$ cat config.mk
export PLATFORM = sky130hd
export DESIGN_NAME = masked_patch_ssd_top
export DESIGN_NICKNAME = d
export VERILOG_FILES = /design/src/mps_pkg.sv /design/src/mps_front.sv /design/src/mps_fifo.sv /design/src/mps_back.sv /design/src/masked_patch_ssd_top.sv
export SDC_FILE = /design/constraint.sdc
export NUM_CORES = 2
export LEC_CHECK = 0
export ABC_AREA = 1
export BUFFER_PORTS_ARGS = -buffer_cell sky130_fd_sc_hd__buf_2
export CORE_MARGIN = 2
export CORE_UTILIZATION = 50
export CTS_CLUSTER_SIZE = 40
export DETAILED_ROUTE_END_ITERATION = 6
export GPL_ROUTABILITY_DRIVEN = 0
export HOLD_SLACK_MARGIN = 0.15
export PLACE_DENSITY = 0.67
export SLEW_MARGIN = 10
export SYNTH_ARGS = -nofsm -noshare
export SYNTH_HDL_FRONTEND = slang
export SYNTH_SLANG_ARGS = --single-unit
$ cat constraint.sdc
create_clock -name clk_i -period 7.5 [get_ports clk_i]
set_clock_uncertainty 0.05 [all_clocks]
set_input_delay 1.5 -clock clk_i [delete_from_list [all_inputs] [get_ports clk_i]]
set_output_delay 1.5 -clock clk_i [all_outputs]
set_load 0.01 [all_outputs]
$ cat src/mps_pkg.sv
// ----------------------------------------------------------------------------
// mps_pkg
// Shared types and constants of the masked patch SSD scorer.
// ----------------------------------------------------------------------------
package mps_pkg;

  localparam int unsigned MaxRingItemsDef = 256;
  localparam int unsigned ColorBits       = 16;
  localparam int unsigned CoordW          = 12;
  localparam int unsigned DimW            = 13;
  localparam int unsigned MeanW           = 34;
  localparam int unsigned CountW          = 9;
  localparam int unsigned QueueDepth      = 4;

  localparam logic [DimW-1:0] DimReset = DimW'(1024);

  // configuration register indexes
  localparam logic CfgImageWidth  = 1'b0;
  localparam logic CfgImageHeight = 1'b1;

  typedef enum logic [1:0] {
    StIdle,
    StDiv,
    StDone
  } mps_state_e;

  typedef struct packed {
    logic        [CoordW-1:0]    pixel_x;
    logic        [CoordW-1:0]    pixel_y;
    logic signed [CoordW-1:0]    shift_x;
    logic signed [CoordW-1:0]    shift_y;
    logic        [ColorBits-1:0] ref_red;
    logic        [ColorBits-1:0] ref_green;
    logic        [ColorBits-1:0] ref_blue;
    logic        [ColorBits-1:0] cand_red;
    logic        [ColorBits-1:0] cand_green;
    logic        [ColorBits-1:0] cand_blue;
    logic                        cand_damaged;
    logic                        last_in_ring;
  } mps_item_t;

endpackage

$ cat src/mps_front.sv
// ----------------------------------------------------------------------------
// mps_front
// Accepts ring pixels, checks bounds and damage, squares the channel
// differences and accumulates one ring total per ring.
// ----------------------------------------------------------------------------
module mps_front #(
  parameter int unsigned MaxRingItems = mps_pkg::MaxRingItemsDef
) (
  input  logic                                        clk_i,
  input  logic                                        rst_ni,
  input  logic                                        cfg_we_i,
  input  logic                                        cfg_addr_i,
  input  logic [mps_pkg::DimW-1:0]                    cfg_wdata_i,
  input  logic                                        item_valid_i,
  output logic                                        item_ready_o,
  input  mps_pkg::mps_item_t                          item_i,
  input  logic [$clog2(mps_pkg::QueueDepth+1)-1:0]    level_i,
  output logic                                        ring_valid_o,
  output logic [2*mps_pkg::ColorBits+1+$clog2(MaxRingItems):0] ring_sum_o,
  output logic [$clog2(MaxRingItems+1)-1:0]           ring_used_o,
  output logic [$clog2(MaxRingItems+1)-1:0]           ring_cnt_o
);
  import mps_pkg::*;

  localparam int unsigned CntW  = $clog2(MaxRingItems + 1);
  localparam int unsigned SumW  = 2 * ColorBits + 2 + $clog2(MaxRingItems);
  localparam int unsigned SqW   = 2 * ColorBits;
  localparam int unsigned LvlW  = $clog2(QueueDepth + 1);
  localparam int unsigned PosW  = CoordW + 2;

  logic [DimW-1:0] width_q, height_q;

  logic [CntW-1:0] ring_cnt_q, used_cnt_q;
  logic [CntW-1:0] ring_nxt, used_nxt;

  // stage 1
  logic                 s1_valid_q, s1_last_q, s1_use_q;
  logic [ColorBits-1:0] s1_dr_q, s1_dg_q, s1_db_q;
  logic [CntW-1:0]      s1_used_q, s1_ring_q;
  // stage 2
  logic                 s2_valid_q, s2_last_q;
  logic [SqW-1:0]       s2_sr_q, s2_sg_q, s2_sb_q;
  logic [CntW-1:0]      s2_used_q, s2_ring_q;

  logic [SumW-1:0] acc_q, term;

  logic                   accept, counted, in_image, use_px;
  logic signed [PosW-1:0] pos_x, pos_y;
  logic [LvlW:0]          committed;

  function automatic logic [ColorBits-1:0] absdiff(logic [ColorBits-1:0] a,
                                                   logic [ColorBits-1:0] b);
    return (a >= b) ? (a - b) : (b - a);
  endfunction

  // a ring end needs a queue slot; count those already under way
  assign committed    = (LvlW+1)'(level_i) + (LvlW+1)'(s1_valid_q & s1_last_q)
                      + (LvlW+1)'(s2_valid_q & s2_last_q);
  assign item_ready_o = committed < (LvlW+1)'(QueueDepth);
  assign accept       = item_valid_i & item_ready_o;

  assign pos_x    = $signed({2'b00, item_i.pixel_x}) + PosW'(item_i.shift_x);
  assign pos_y    = $signed({2'b00, item_i.pixel_y}) + PosW'(item_i.shift_y);
  assign in_image = !pos_x[PosW-1] && !pos_y[PosW-1]
                 && (pos_x[DimW-1:0] < width_q) && (pos_y[DimW-1:0] < height_q);
  assign counted  = ring_cnt_q < CntW'(MaxRingItems);
  assign use_px   = counted & in_image & ~item_i.cand_damaged;
  assign ring_nxt = ring_cnt_q + CntW'(counted);
  assign used_nxt = used_cnt_q + CntW'(use_px);

  always_ff @(posedge clk_i or negedge rst_ni) begin
    if (!rst_ni) begin
      width_q  <= DimReset;
      height_q <= DimReset;
    end else if (cfg_we_i) begin
      case (cfg_addr_i)
        CfgImageWidth:  width_q  <= cfg_wdata_i;
        CfgImageHeight: height_q <= cfg_wdata_i;
        default: ;
      endcase
    end
  end

  always_ff @(posedge clk_i or negedge rst_ni) begin
    if (!rst_ni) begin
      ring_cnt_q <= '0;
      used_cnt_q <= '0;
      s1_valid_q <= 1'b0;
      s1_last_q  <= 1'b0;
      s2_valid_q <= 1'b0;
      s2_last_q  <= 1'b0;
      acc_q      <= '0;
    end else begin
      s1_valid_q <= accept;
      s2_valid_q <= s1_valid_q;
      s2_last_q  <= s1_last_q;
      if (accept) begin
        s1_last_q <= item_i.last_in_ring;
        if (item_i.last_in_ring) begin
          ring_cnt_q <= '0;
          used_cnt_q <= '0;
        end else begin
          ring_cnt_q <= ring_nxt;
          used_cnt_q <= used_nxt;
        end
      end
      if (s2_valid_q) begin
        acc_q <= s2_last_q ? '0 : (acc_q + term);
      end
    end
  end

  // payload stages
  always_ff @(posedge clk_i) begin
    if (accept) begin
      s1_use_q  <= use_px;
      s1_dr_q   <= absdiff(item_i.ref_red,   item_i.cand_red);
      s1_dg_q   <= absdiff(item_i.ref_green, item_i.cand_green);
      s1_db_q   <= absdiff(item_i.ref_blue,  item_i.cand_blue);
      s1_used_q <= used_nxt;
      s1_ring_q <= ring_nxt;
    end
    if (s1_valid_q) begin
      s2_sr_q   <= s1_use_q ? SqW'(s1_dr_q) * SqW'(s1_dr_q) : '0;
      s2_sg_q   <= s1_use_q ? SqW'(s1_dg_q) * SqW'(s1_dg_q) : '0;
      s2_sb_q   <= s1_use_q ? SqW'(s1_db_q) * SqW'(s1_db_q) : '0;
      s2_used_q <= s1_used_q;
      s2_ring_q <= s1_ring_q;
    end
  end

  assign term = SumW'(s2_sr_q) + SumW'(s2_sg_q) + SumW'(s2_sb_q);

  assign ring_valid_o = s2_valid_q & s2_last_q;
  assign ring_sum_o   = acc_q + term;
  assign ring_used_o  = s2_used_q;
  assign ring_cnt_o   = s2_ring_q;

endmodule

$ cat src/mps_fifo.sv
// ----------------------------------------------------------------------------
// mps_fifo
// Short queue of ring totals between the front and the divider.
// ----------------------------------------------------------------------------
module mps_fifo #(
  parameter int unsigned Width = 60,
  parameter int unsigned Depth = mps_pkg::QueueDepth
) (
  input  logic                       clk_i,
  input  logic                       rst_ni,
  input  logic                       wr_i,
  input  logic [Width-1:0]           wdata_i,
  input  logic                       rd_i,
  output logic                       valid_o,
  output logic [Width-1:0]           rdata_o,
  output logic [$clog2(Depth+1)-1:0] level_o
);
  import mps_pkg::*;

  localparam int unsigned PtrW = (Depth > 1) ? $clog2(Depth) : 1;
  localparam int unsigned LvlW = $clog2(Depth + 1);

  logic [Width-1:0] mem_q [Depth];
  logic [PtrW-1:0]  wr_ptr_q, rd_ptr_q;
  logic [LvlW-1:0]  level_q;
  logic             do_rd;

  assign do_rd   = rd_i & (level_q != '0);
  assign valid_o = level_q != '0;
  assign rdata_o = mem_q[rd_ptr_q];
  assign level_o = level_q;

  always_ff @(posedge clk_i) begin
    if (wr_i) begin
      mem_q[wr_ptr_q] <= wdata_i;
    end
  end

  always_ff @(posedge clk_i or negedge rst_ni) begin
    if (!rst_ni) begin
      wr_ptr_q <= '0;
      rd_ptr_q <= '0;
      level_q  <= '0;
    end else begin
      if (wr_i) begin
        wr_ptr_q <= (wr_ptr_q == PtrW'(Depth - 1)) ? '0 : wr_ptr_q + PtrW'(1);
      end
      if (do_rd) begin
        rd_ptr_q <= (rd_ptr_q == PtrW'(Depth - 1)) ? '0 : rd_ptr_q + PtrW'(1);
      end
      level_q <= level_q + LvlW'(wr_i) - LvlW'(do_rd);
    end
  end

endmodule

$ cat src/mps_back.sv
// ----------------------------------------------------------------------------
// mps_back
// Takes one ring total, divides sum by used count one quotient bit per
// cycle (zero without a match) and holds the result until the sink takes it.
// ----------------------------------------------------------------------------
module mps_back #(
  parameter int unsigned MaxRingItems = mps_pkg::MaxRingItemsDef
) (
  input  logic                                        clk_i,
  input  logic                                        rst_ni,
  input  logic                                        ring_valid_i,
  output logic                                        ring_pop_o,
  input  logic [2*mps_pkg::ColorBits+1+$clog2(MaxRingItems):0] ring_sum_i,
  input  logic [$clog2(MaxRingItems+1)-1:0]           ring_used_i,
  input  logic [$clog2(MaxRingItems+1)-1:0]           ring_cnt_i,
  output logic                                        res_valid_o,
  input  logic                                        res_ready_i,
  output logic [mps_pkg::MeanW-1:0]                   mean_error_o,
  output logic                                        match_valid_o,
  output logic [mps_pkg::CountW-1:0]                  used_count_o
);
  import mps_pkg::*;

  localparam int unsigned CntW = $clog2(MaxRingItems + 1);
  localparam int unsigned SumW = 2 * ColorBits + 2 + $clog2(MaxRingItems);
  localparam int unsigned BitW = $clog2(SumW);

  mps_state_e state_q, state_d;

  logic [SumW-1:0] shreg_q;   // dividend in, quotient out
  logic [CntW-1:0] rem_q, div_q, used_q;
  logic            match_q;
  logic [BitW-1:0] bit_q;

  logic            load, step, last_bit, ge, match;
  logic [CntW:0]   rem_sh, rem_sub;

  assign match    = (ring_used_i != '0) && ({ring_used_i, 1'b0} >= {1'b0, ring_cnt_i});
  assign last_bit = bit_q == BitW'(SumW - 1);
  assign rem_sh   = {rem_q, shreg_q[SumW-1]};
  assign ge       = rem_sh >= {1'b0, div_q};
  assign rem_sub  = rem_sh - {1'b0, div_q};

  always_ff @(posedge clk_i or negedge rst_ni) begin
    if (!rst_ni) begin
      state_q <= StIdle;
    end else begin
      state_q <= state_d;
    end
  end

  always_comb begin
    state_d     = state_q;
    load        = 1'b0;
    step        = 1'b0;
    ring_pop_o  = 1'b0;
    res_valid_o = 1'b0;
    case (state_q)
      StIdle: begin
        if (ring_valid_i) begin
          load       = 1'b1;
          ring_pop_o = 1'b1;
          state_d    = match ? StDiv : StDone;
        end
      end
      StDiv: begin
        step = 1'b1;
        if (last_bit) begin
          state_d = StDone;
        end
      end
      StDone: begin
        res_valid_o = 1'b1;
        if (res_ready_i) begin
          state_d = StIdle;
        end
      end
      default: state_d = StIdle;
    endcase
  end

  always_ff @(posedge clk_i) begin
    if (load) begin
      shreg_q <= match ? ring_sum_i : '0;
      rem_q   <= '0;
      div_q   <= ring_used_i;
      used_q  <= ring_used_i;
      match_q <= match;
      bit_q   <= '0;
    end else if (step) begin
      shreg_q <= {shreg_q[SumW-2:0], ge};
      rem_q   <= ge ? rem_sub[CntW-1:0] : rem_sh[CntW-1:0];
      bit_q   <= bit_q + BitW'(1);
    end
  end

  assign mean_error_o  = MeanW'(shreg_q);
  assign match_valid_o = match_q;
  assign used_count_o  = CountW'(used_q);

endmodule

$ cat src/masked_patch_ssd_top.sv
// ----------------------------------------------------------------------------
// masked_patch_ssd_top
// Masked sum-of-squared-differences score of one candidate displacement.
// ----------------------------------------------------------------------------
//
//  channel   dir  handshake               payload
//  --------  ---  ----------------------  ----------------------------------
//  s_axis    in   s_axis_tvalid/tready    ring pixel, tuser=damaged, tlast
//  m_axis    out  m_axis_tvalid/tready    mean, used count, tuser=match
//  cfg       in   cfg_we_i                image width (0), height (1)
//
//  The front takes one ring pixel request per cycle while s_axis_tready is
//  high, through a two-stage square/accumulate pipe. Each ring end pushes a
//  total into a four-entry queue; the back divides one bit per cycle, skips
//  the division for a ring without a match, and takes a new ring when idle.
//  s_axis_tready drops only while the queue and the ring ends still in the
//  pipe fill all four slots. Reset clears control state; no clearing pass.
//
module masked_patch_ssd_top #(
  parameter int unsigned MaxRingItems = mps_pkg::MaxRingItemsDef
) (
  input  logic                      clk_i,
  input  logic                      rst_ni,
  // configuration write
  input  logic                      cfg_we_i,
  input  logic                      cfg_addr_i,
  input  logic [mps_pkg::DimW-1:0]  cfg_wdata_i,
  // ring pixel requests
  input  logic                      s_axis_tvalid,
  output logic                      s_axis_tready,
  // pixel_x[11:0], pixel_y[23:12], shift_x[35:24], shift_y[47:36],
  // ref_red[63:48], ref_green[79:64], ref_blue[95:80],
  // cand_red[111:96], cand_green[127:112], cand_blue[143:128]
  input  logic [143:0]              s_axis_tdata,
  input  logic [0:0]                s_axis_tuser,  // cand_damaged[0]
  input  logic                      s_axis_tlast,  // last_in_ring
  // results
  output logic                      m_axis_tvalid,
  input  logic                      m_axis_tready,
  // mean_error[33:0], used_count[42:34], zero[47:43]
  output logic [47:0]               m_axis_tdata,
  output logic [0:0]                m_axis_tuser   // match_valid[0]
);
  import mps_pkg::*;

  localparam int unsigned CntW  = $clog2(MaxRingItems + 1);
  localparam int unsigned SumW  = 2 * ColorBits + 2 + $clog2(MaxRingItems);
  localparam int unsigned QW    = SumW + 2 * CntW;
  localparam int unsigned LvlW  = $clog2(QueueDepth + 1);

  mps_item_t item;

  logic                ring_valid, ring_pop, q_valid;
  logic [SumW-1:0]     ring_sum, q_sum;
  logic [CntW-1:0]     ring_used, ring_cnt, q_used, q_cnt;
  logic [QW-1:0]       q_rdata;
  logic [LvlW-1:0]     q_level;

  logic [MeanW-1:0]    mean_error;
  logic [CountW-1:0]   used_count;
  logic                match_valid;

  // unpack the request fields
  assign item.pixel_x      = s_axis_tdata[11:0];
  assign item.pixel_y      = s_axis_tdata[23:12];
  assign item.shift_x      = s_axis_tdata[35:24];
  assign item.shift_y      = s_axis_tdata[47:36];
  assign item.ref_red      = s_axis_tdata[63:48];
  assign item.ref_green    = s_axis_tdata[79:64];
  assign item.ref_blue     = s_axis_tdata[95:80];
  assign item.cand_red     = s_axis_tdata[111:96];
  assign item.cand_green   = s_axis_tdata[127:112];
  assign item.cand_blue    = s_axis_tdata[143:128];
  assign item.cand_damaged = s_axis_tuser[0];
  assign item.last_in_ring = s_axis_tlast;

  mps_front #(
    .MaxRingItems(MaxRingItems)
  ) u_front (
    .clk_i       (clk_i),
    .rst_ni      (rst_ni),
    .cfg_we_i    (cfg_we_i),
    .cfg_addr_i  (cfg_addr_i),
    .cfg_wdata_i (cfg_wdata_i),
    .item_valid_i(s_axis_tvalid),
    .item_ready_o(s_axis_tready),
    .item_i      (item),
    .level_i     (q_level),
    .ring_valid_o(ring_valid),
    .ring_sum_o  (ring_sum),
    .ring_used_o (ring_used),
    .ring_cnt_o  (ring_cnt)
  );

  // queue entry: {ring count, used count, sum}
  mps_fifo #(
    .Width(QW),
    .Depth(QueueDepth)
  ) u_fifo (
    .clk_i  (clk_i),
    .rst_ni (rst_ni),
    .wr_i   (ring_valid),
    .wdata_i({ring_cnt, ring_used, ring_sum}),
    .rd_i   (ring_pop),
    .valid_o(q_valid),
    .rdata_o(q_rdata),
    .level_o(q_level)
  );

  assign q_sum  = q_rdata[SumW-1:0];
  assign q_used = q_rdata[SumW+CntW-1:SumW];
  assign q_cnt  = q_rdata[QW-1:SumW+CntW];

  mps_back #(
    .MaxRingItems(MaxRingItems)
  ) u_back (
    .clk_i        (clk_i),
    .rst_ni       (rst_ni),
    .ring_valid_i (q_valid),
    .ring_pop_o   (ring_pop),
    .ring_sum_i   (q_sum),
    .ring_used_i  (q_used),
    .ring_cnt_i   (q_cnt),
    .res_valid_o  (m_axis_tvalid),
    .res_ready_i  (m_axis_tready),
    .mean_error_o (mean_error),
    .match_valid_o(match_valid),
    .used_count_o (used_count)
  );

  assign m_axis_tdata = {5'b0, used_count, mean_error};
  assign m_axis_tuser = match_valid;

endmodule
==> impl_metrics.ini <==
[cells_and_area]
final_common_cell = nand2_1
area_growth_pct = 7.17
final_layout_size_suffix_gt1_frac = 0.0579
fin_nets = 8468
final_cell_mix = nand2_1, inv_1, ha_1
postLayoutCoreUtil = 0.541
num_antenna_cells = 0
fin_cells = 8809
nFillCells = 10800

[drt]
drc = 0
drt_iter0_drc = 3039
routed-via-count = 45300
drt-vias-per-instance = 5.14
wire_per_inst_um = 15.3
drtPass1Iterations = 6
totalWireLength_um = 135000
final_antenna_net_count = 0

[logic_synthesis]
synth-seq-cells = 584
async_reset_ff_frac = 0.170
synth-edff-count = 470
avgSynthCellArea_um2 = 8.17
netlist_area_um2 = 58600
synthCells = 7174
ys.flop_type = edfxtp_1
yosysSeqAreaShare = 0.288
synth_cell_type_count = 59
synth_warnings = 0

[die]
die_w_um = 346
boundaryPins = 216
die_area_um2 = 120000
fp.dieH_um = 346
rows = 125
initial_core_util = 0.504
core_um2 = 116000

[sta]
hold_viol_final = 0
max_freq_ghz = 0.166
finalMaxSlewViolations = 0
max_slew_margin = 0.366
rsz0062_at_grt = false
setup_tns_ns = 0
fin_ws_ns = 1.47
period_share = 0.804
setup_viol = 0
min_period_ns = 6.03
tightest_slew_ns = 0.951

[worst_setup_path]
r2r_slack_ns = 1.47
worstPathArrival_ns = 6.36
crit_end = u_front.s2_sr_q[18]
end_kind = flip-flop
path_max_fanout = 16
ff2ff_path_depth = 22
critPathLaunch = u_front.s1_dr_q[9]
path_class = flip-flop to flip-flop
r2r-end = u_front.s2_sr_q[18]
reg2reg_from = u_front.s1_dr_q[9]
cp-start-kind = flip-flop
required_ns = 7.83

[cts]
cts_buffers = 66
clk_pin_slew_ns = 0.06
post_cts_buffers = 0
htree_levels = 3
numClockSinks = 584
clock_path_buffers = 3
clkLatencyLatePin_ns = 0.65
cts_tree = yes
cts_hold_buf = 0
cts_resized = 0
root_buffer = clkbuf_16

[global_route]
grt_pass1_wl_um = 224000
overflow = 0
antenna_found_initial = 1
grt_max_degree = 79
grt_usage = 0.227
grt_pass1_vias = 45400

[outcome]
status = finished clean

[place]
place_hpwl_um = 108000
place.port_buffers = 210
dp.cells = 8689
preCtsSetupSlack_ns = 1.49

[flow_run]
drv_cap = 0

[hold_path]
hold_path.class = flip-flop to flip-flop
metrics by stage:
step / area [um2] / hold slack [ns]
2_1_floorplan: 58600 / 0.324
3_3_place_gp: 60600 / 0.340
3_5_place_dp: 60600 / 0.348
4_1_cts: 62800 / 0.359
5_1_grt: 62800 / 0.367
6_report: 62800 / 0.354
worst min-delay path by stage:
stage               cells after the start                endpoint                 start
floorplan                               0       u_front.s2_last_q     u_front.s1_last_q
finish                                  0       u_front.s2_last_q     u_front.s1_last_q
CTS                                     0       u_front.s2_last_q     u_front.s1_last_q
global placement                        0       u_front.s2_last_q     u_front.s1_last_q
global route                            0  u_front.ring_used_o[3]  u_front.s1_used_q[3]
detailed placement                      0       u_front.s2_last_q     u_front.s1_last_q
cells by family (layout without fill, tap and decap cells):
family,count (synthesis),in the layout,share of synthesized area
mux,1,1,0.000192
xor+xnor,181,181,0.0270
buf+inv,1836,1943,0.122
compound gates,903,903,0.0872
other cells,1,5,0.0000640
flops,584,584,0.288
simple gates,2598,2598,0.179
fa+ha+maj,1070,1070,0.296
cell type report:
| cell class | count | area, um2 | share of cell area |
|---|---|---|---|
| sequential | 584 | 16900 | 0.269 |
| multi-input combinational | 4758 | 34600 | 0.551 |
| timing repair buffer | 231 | 1210 | 0.0193 |
| clock inverter | 35 | 457 | 0.00727 |
| clock buffer | 85 | 1770 | 0.0282 |
| tap | 1524 | 1910 | 0.0304 |
| inverter | 1592 | 5980 | 0.0952 |
flip-flops by register name, indices dropped and copies added, names as in the netlist, 3 cells and up:
name and cells:
u_front.height_q 13, u_back.used_count_o 9, u_front.s1_db_q 16, u_back.bit_q 6, u_fifo.mem_q 240, u_front.ring_cnt_o 9, u_front.s1_used_q 9, u_front.s1_dg_q 16
u_front.s1_dr_q 16, u_front.width_q 13, u_front.s2_sr_q 31, u_front.used_cnt_q 9, u_front.s2_sb_q 31, u_front.s2_sg_q 31, u_front.acc_q 42, u_front.ring_used_o 9
u_back.rem_q 9, u_back.shreg_q 42, u_front.s1_ring_q 9, u_front.ring_cnt_q 9, u_fifo.level_o 3
worst max-delay path, cell delays in order, from the launching register on:
cell and delay (ns):
edfxtp_1 0.73, nand2_1 0.26, inv_1 0.08, fa_1 0.53
inv_1 0.05, fa_1 0.53, inv_1 0.06, fa_1 0.50
inv_1 0.05, fa_1 0.53, inv_1 0.05, fa_1 0.47
inv_1 0.05, fa_1 0.49, inv_1 0.04, ha_1 0.34
nand2_1 0.12, nor2_1 0.25, nand2_1 0.09, nand2_1 0.12
nand2_1 0.08, a21boi_0 0.20, nor2_1 0.09
synthesized netlist by cell type, types with 3 or more instances:
library cell     n  area share
a211oi_1         4     0.00051
a21boi_0         4     0.00051
a21o_1          40      0.0051
a21oi_1        339       0.029
a22o_1           7      0.0010
a31o_2           3     0.00045
a31oi_1          6     0.00064
a32o_1           8      0.0014
and2_1          25      0.0027
buf_2           36      0.0031
buf_4           46      0.0059
buf_6            7      0.0013
clkbuf_1       141      0.0090
clkbuf_2        13      0.0011
dfrtp_1         97       0.041
dfxtp_1         15      0.0051
edfxtp_1       470        0.24
fa_1           528        0.18
ha_1           542        0.12
inv_1         1575        0.10
inv_2           15     0.00096
nand2_1       1702        0.11
nand2_2          4     0.00043
nand3_1        226       0.019
nand3b_1        16      0.0020
nand4_1         39      0.0042
nor2_1         482       0.031
nor3_1          65      0.0055
nor4_1          11      0.0012
o211ai_1         5     0.00064
o211ai_2         3     0.00064
o21a_1          17      0.0022
o21ai_0        310       0.026
o21ai_1         29      0.0025
o21ai_2         32      0.0048
o21bai_1        32      0.0041
o22ai_1         59      0.0063
or2_1            4     0.00043
or2_2           13      0.0014
xnor2_1         61      0.0091
xor2_1         120       0.018
routing by layer:
layer | vias to the layer above | track usage | routed length [um] | part of all wire
met1 | 21600 | 0.309 | 61100 | 0.45
li1 | 22400 | - | - | -
met4 | 2 | 0.0589 | 3010 | 0.022
met2 | 1148 | 0.388 | 64500 | 0.48
met3 | 188 | 0.0228 | 6260 | 0.046
met5 | - | 0 | 13 | 0.000096
Power is not shown: default switching activity piles up to over one toggle a cycle in this logic, so the estimate is an artifact.
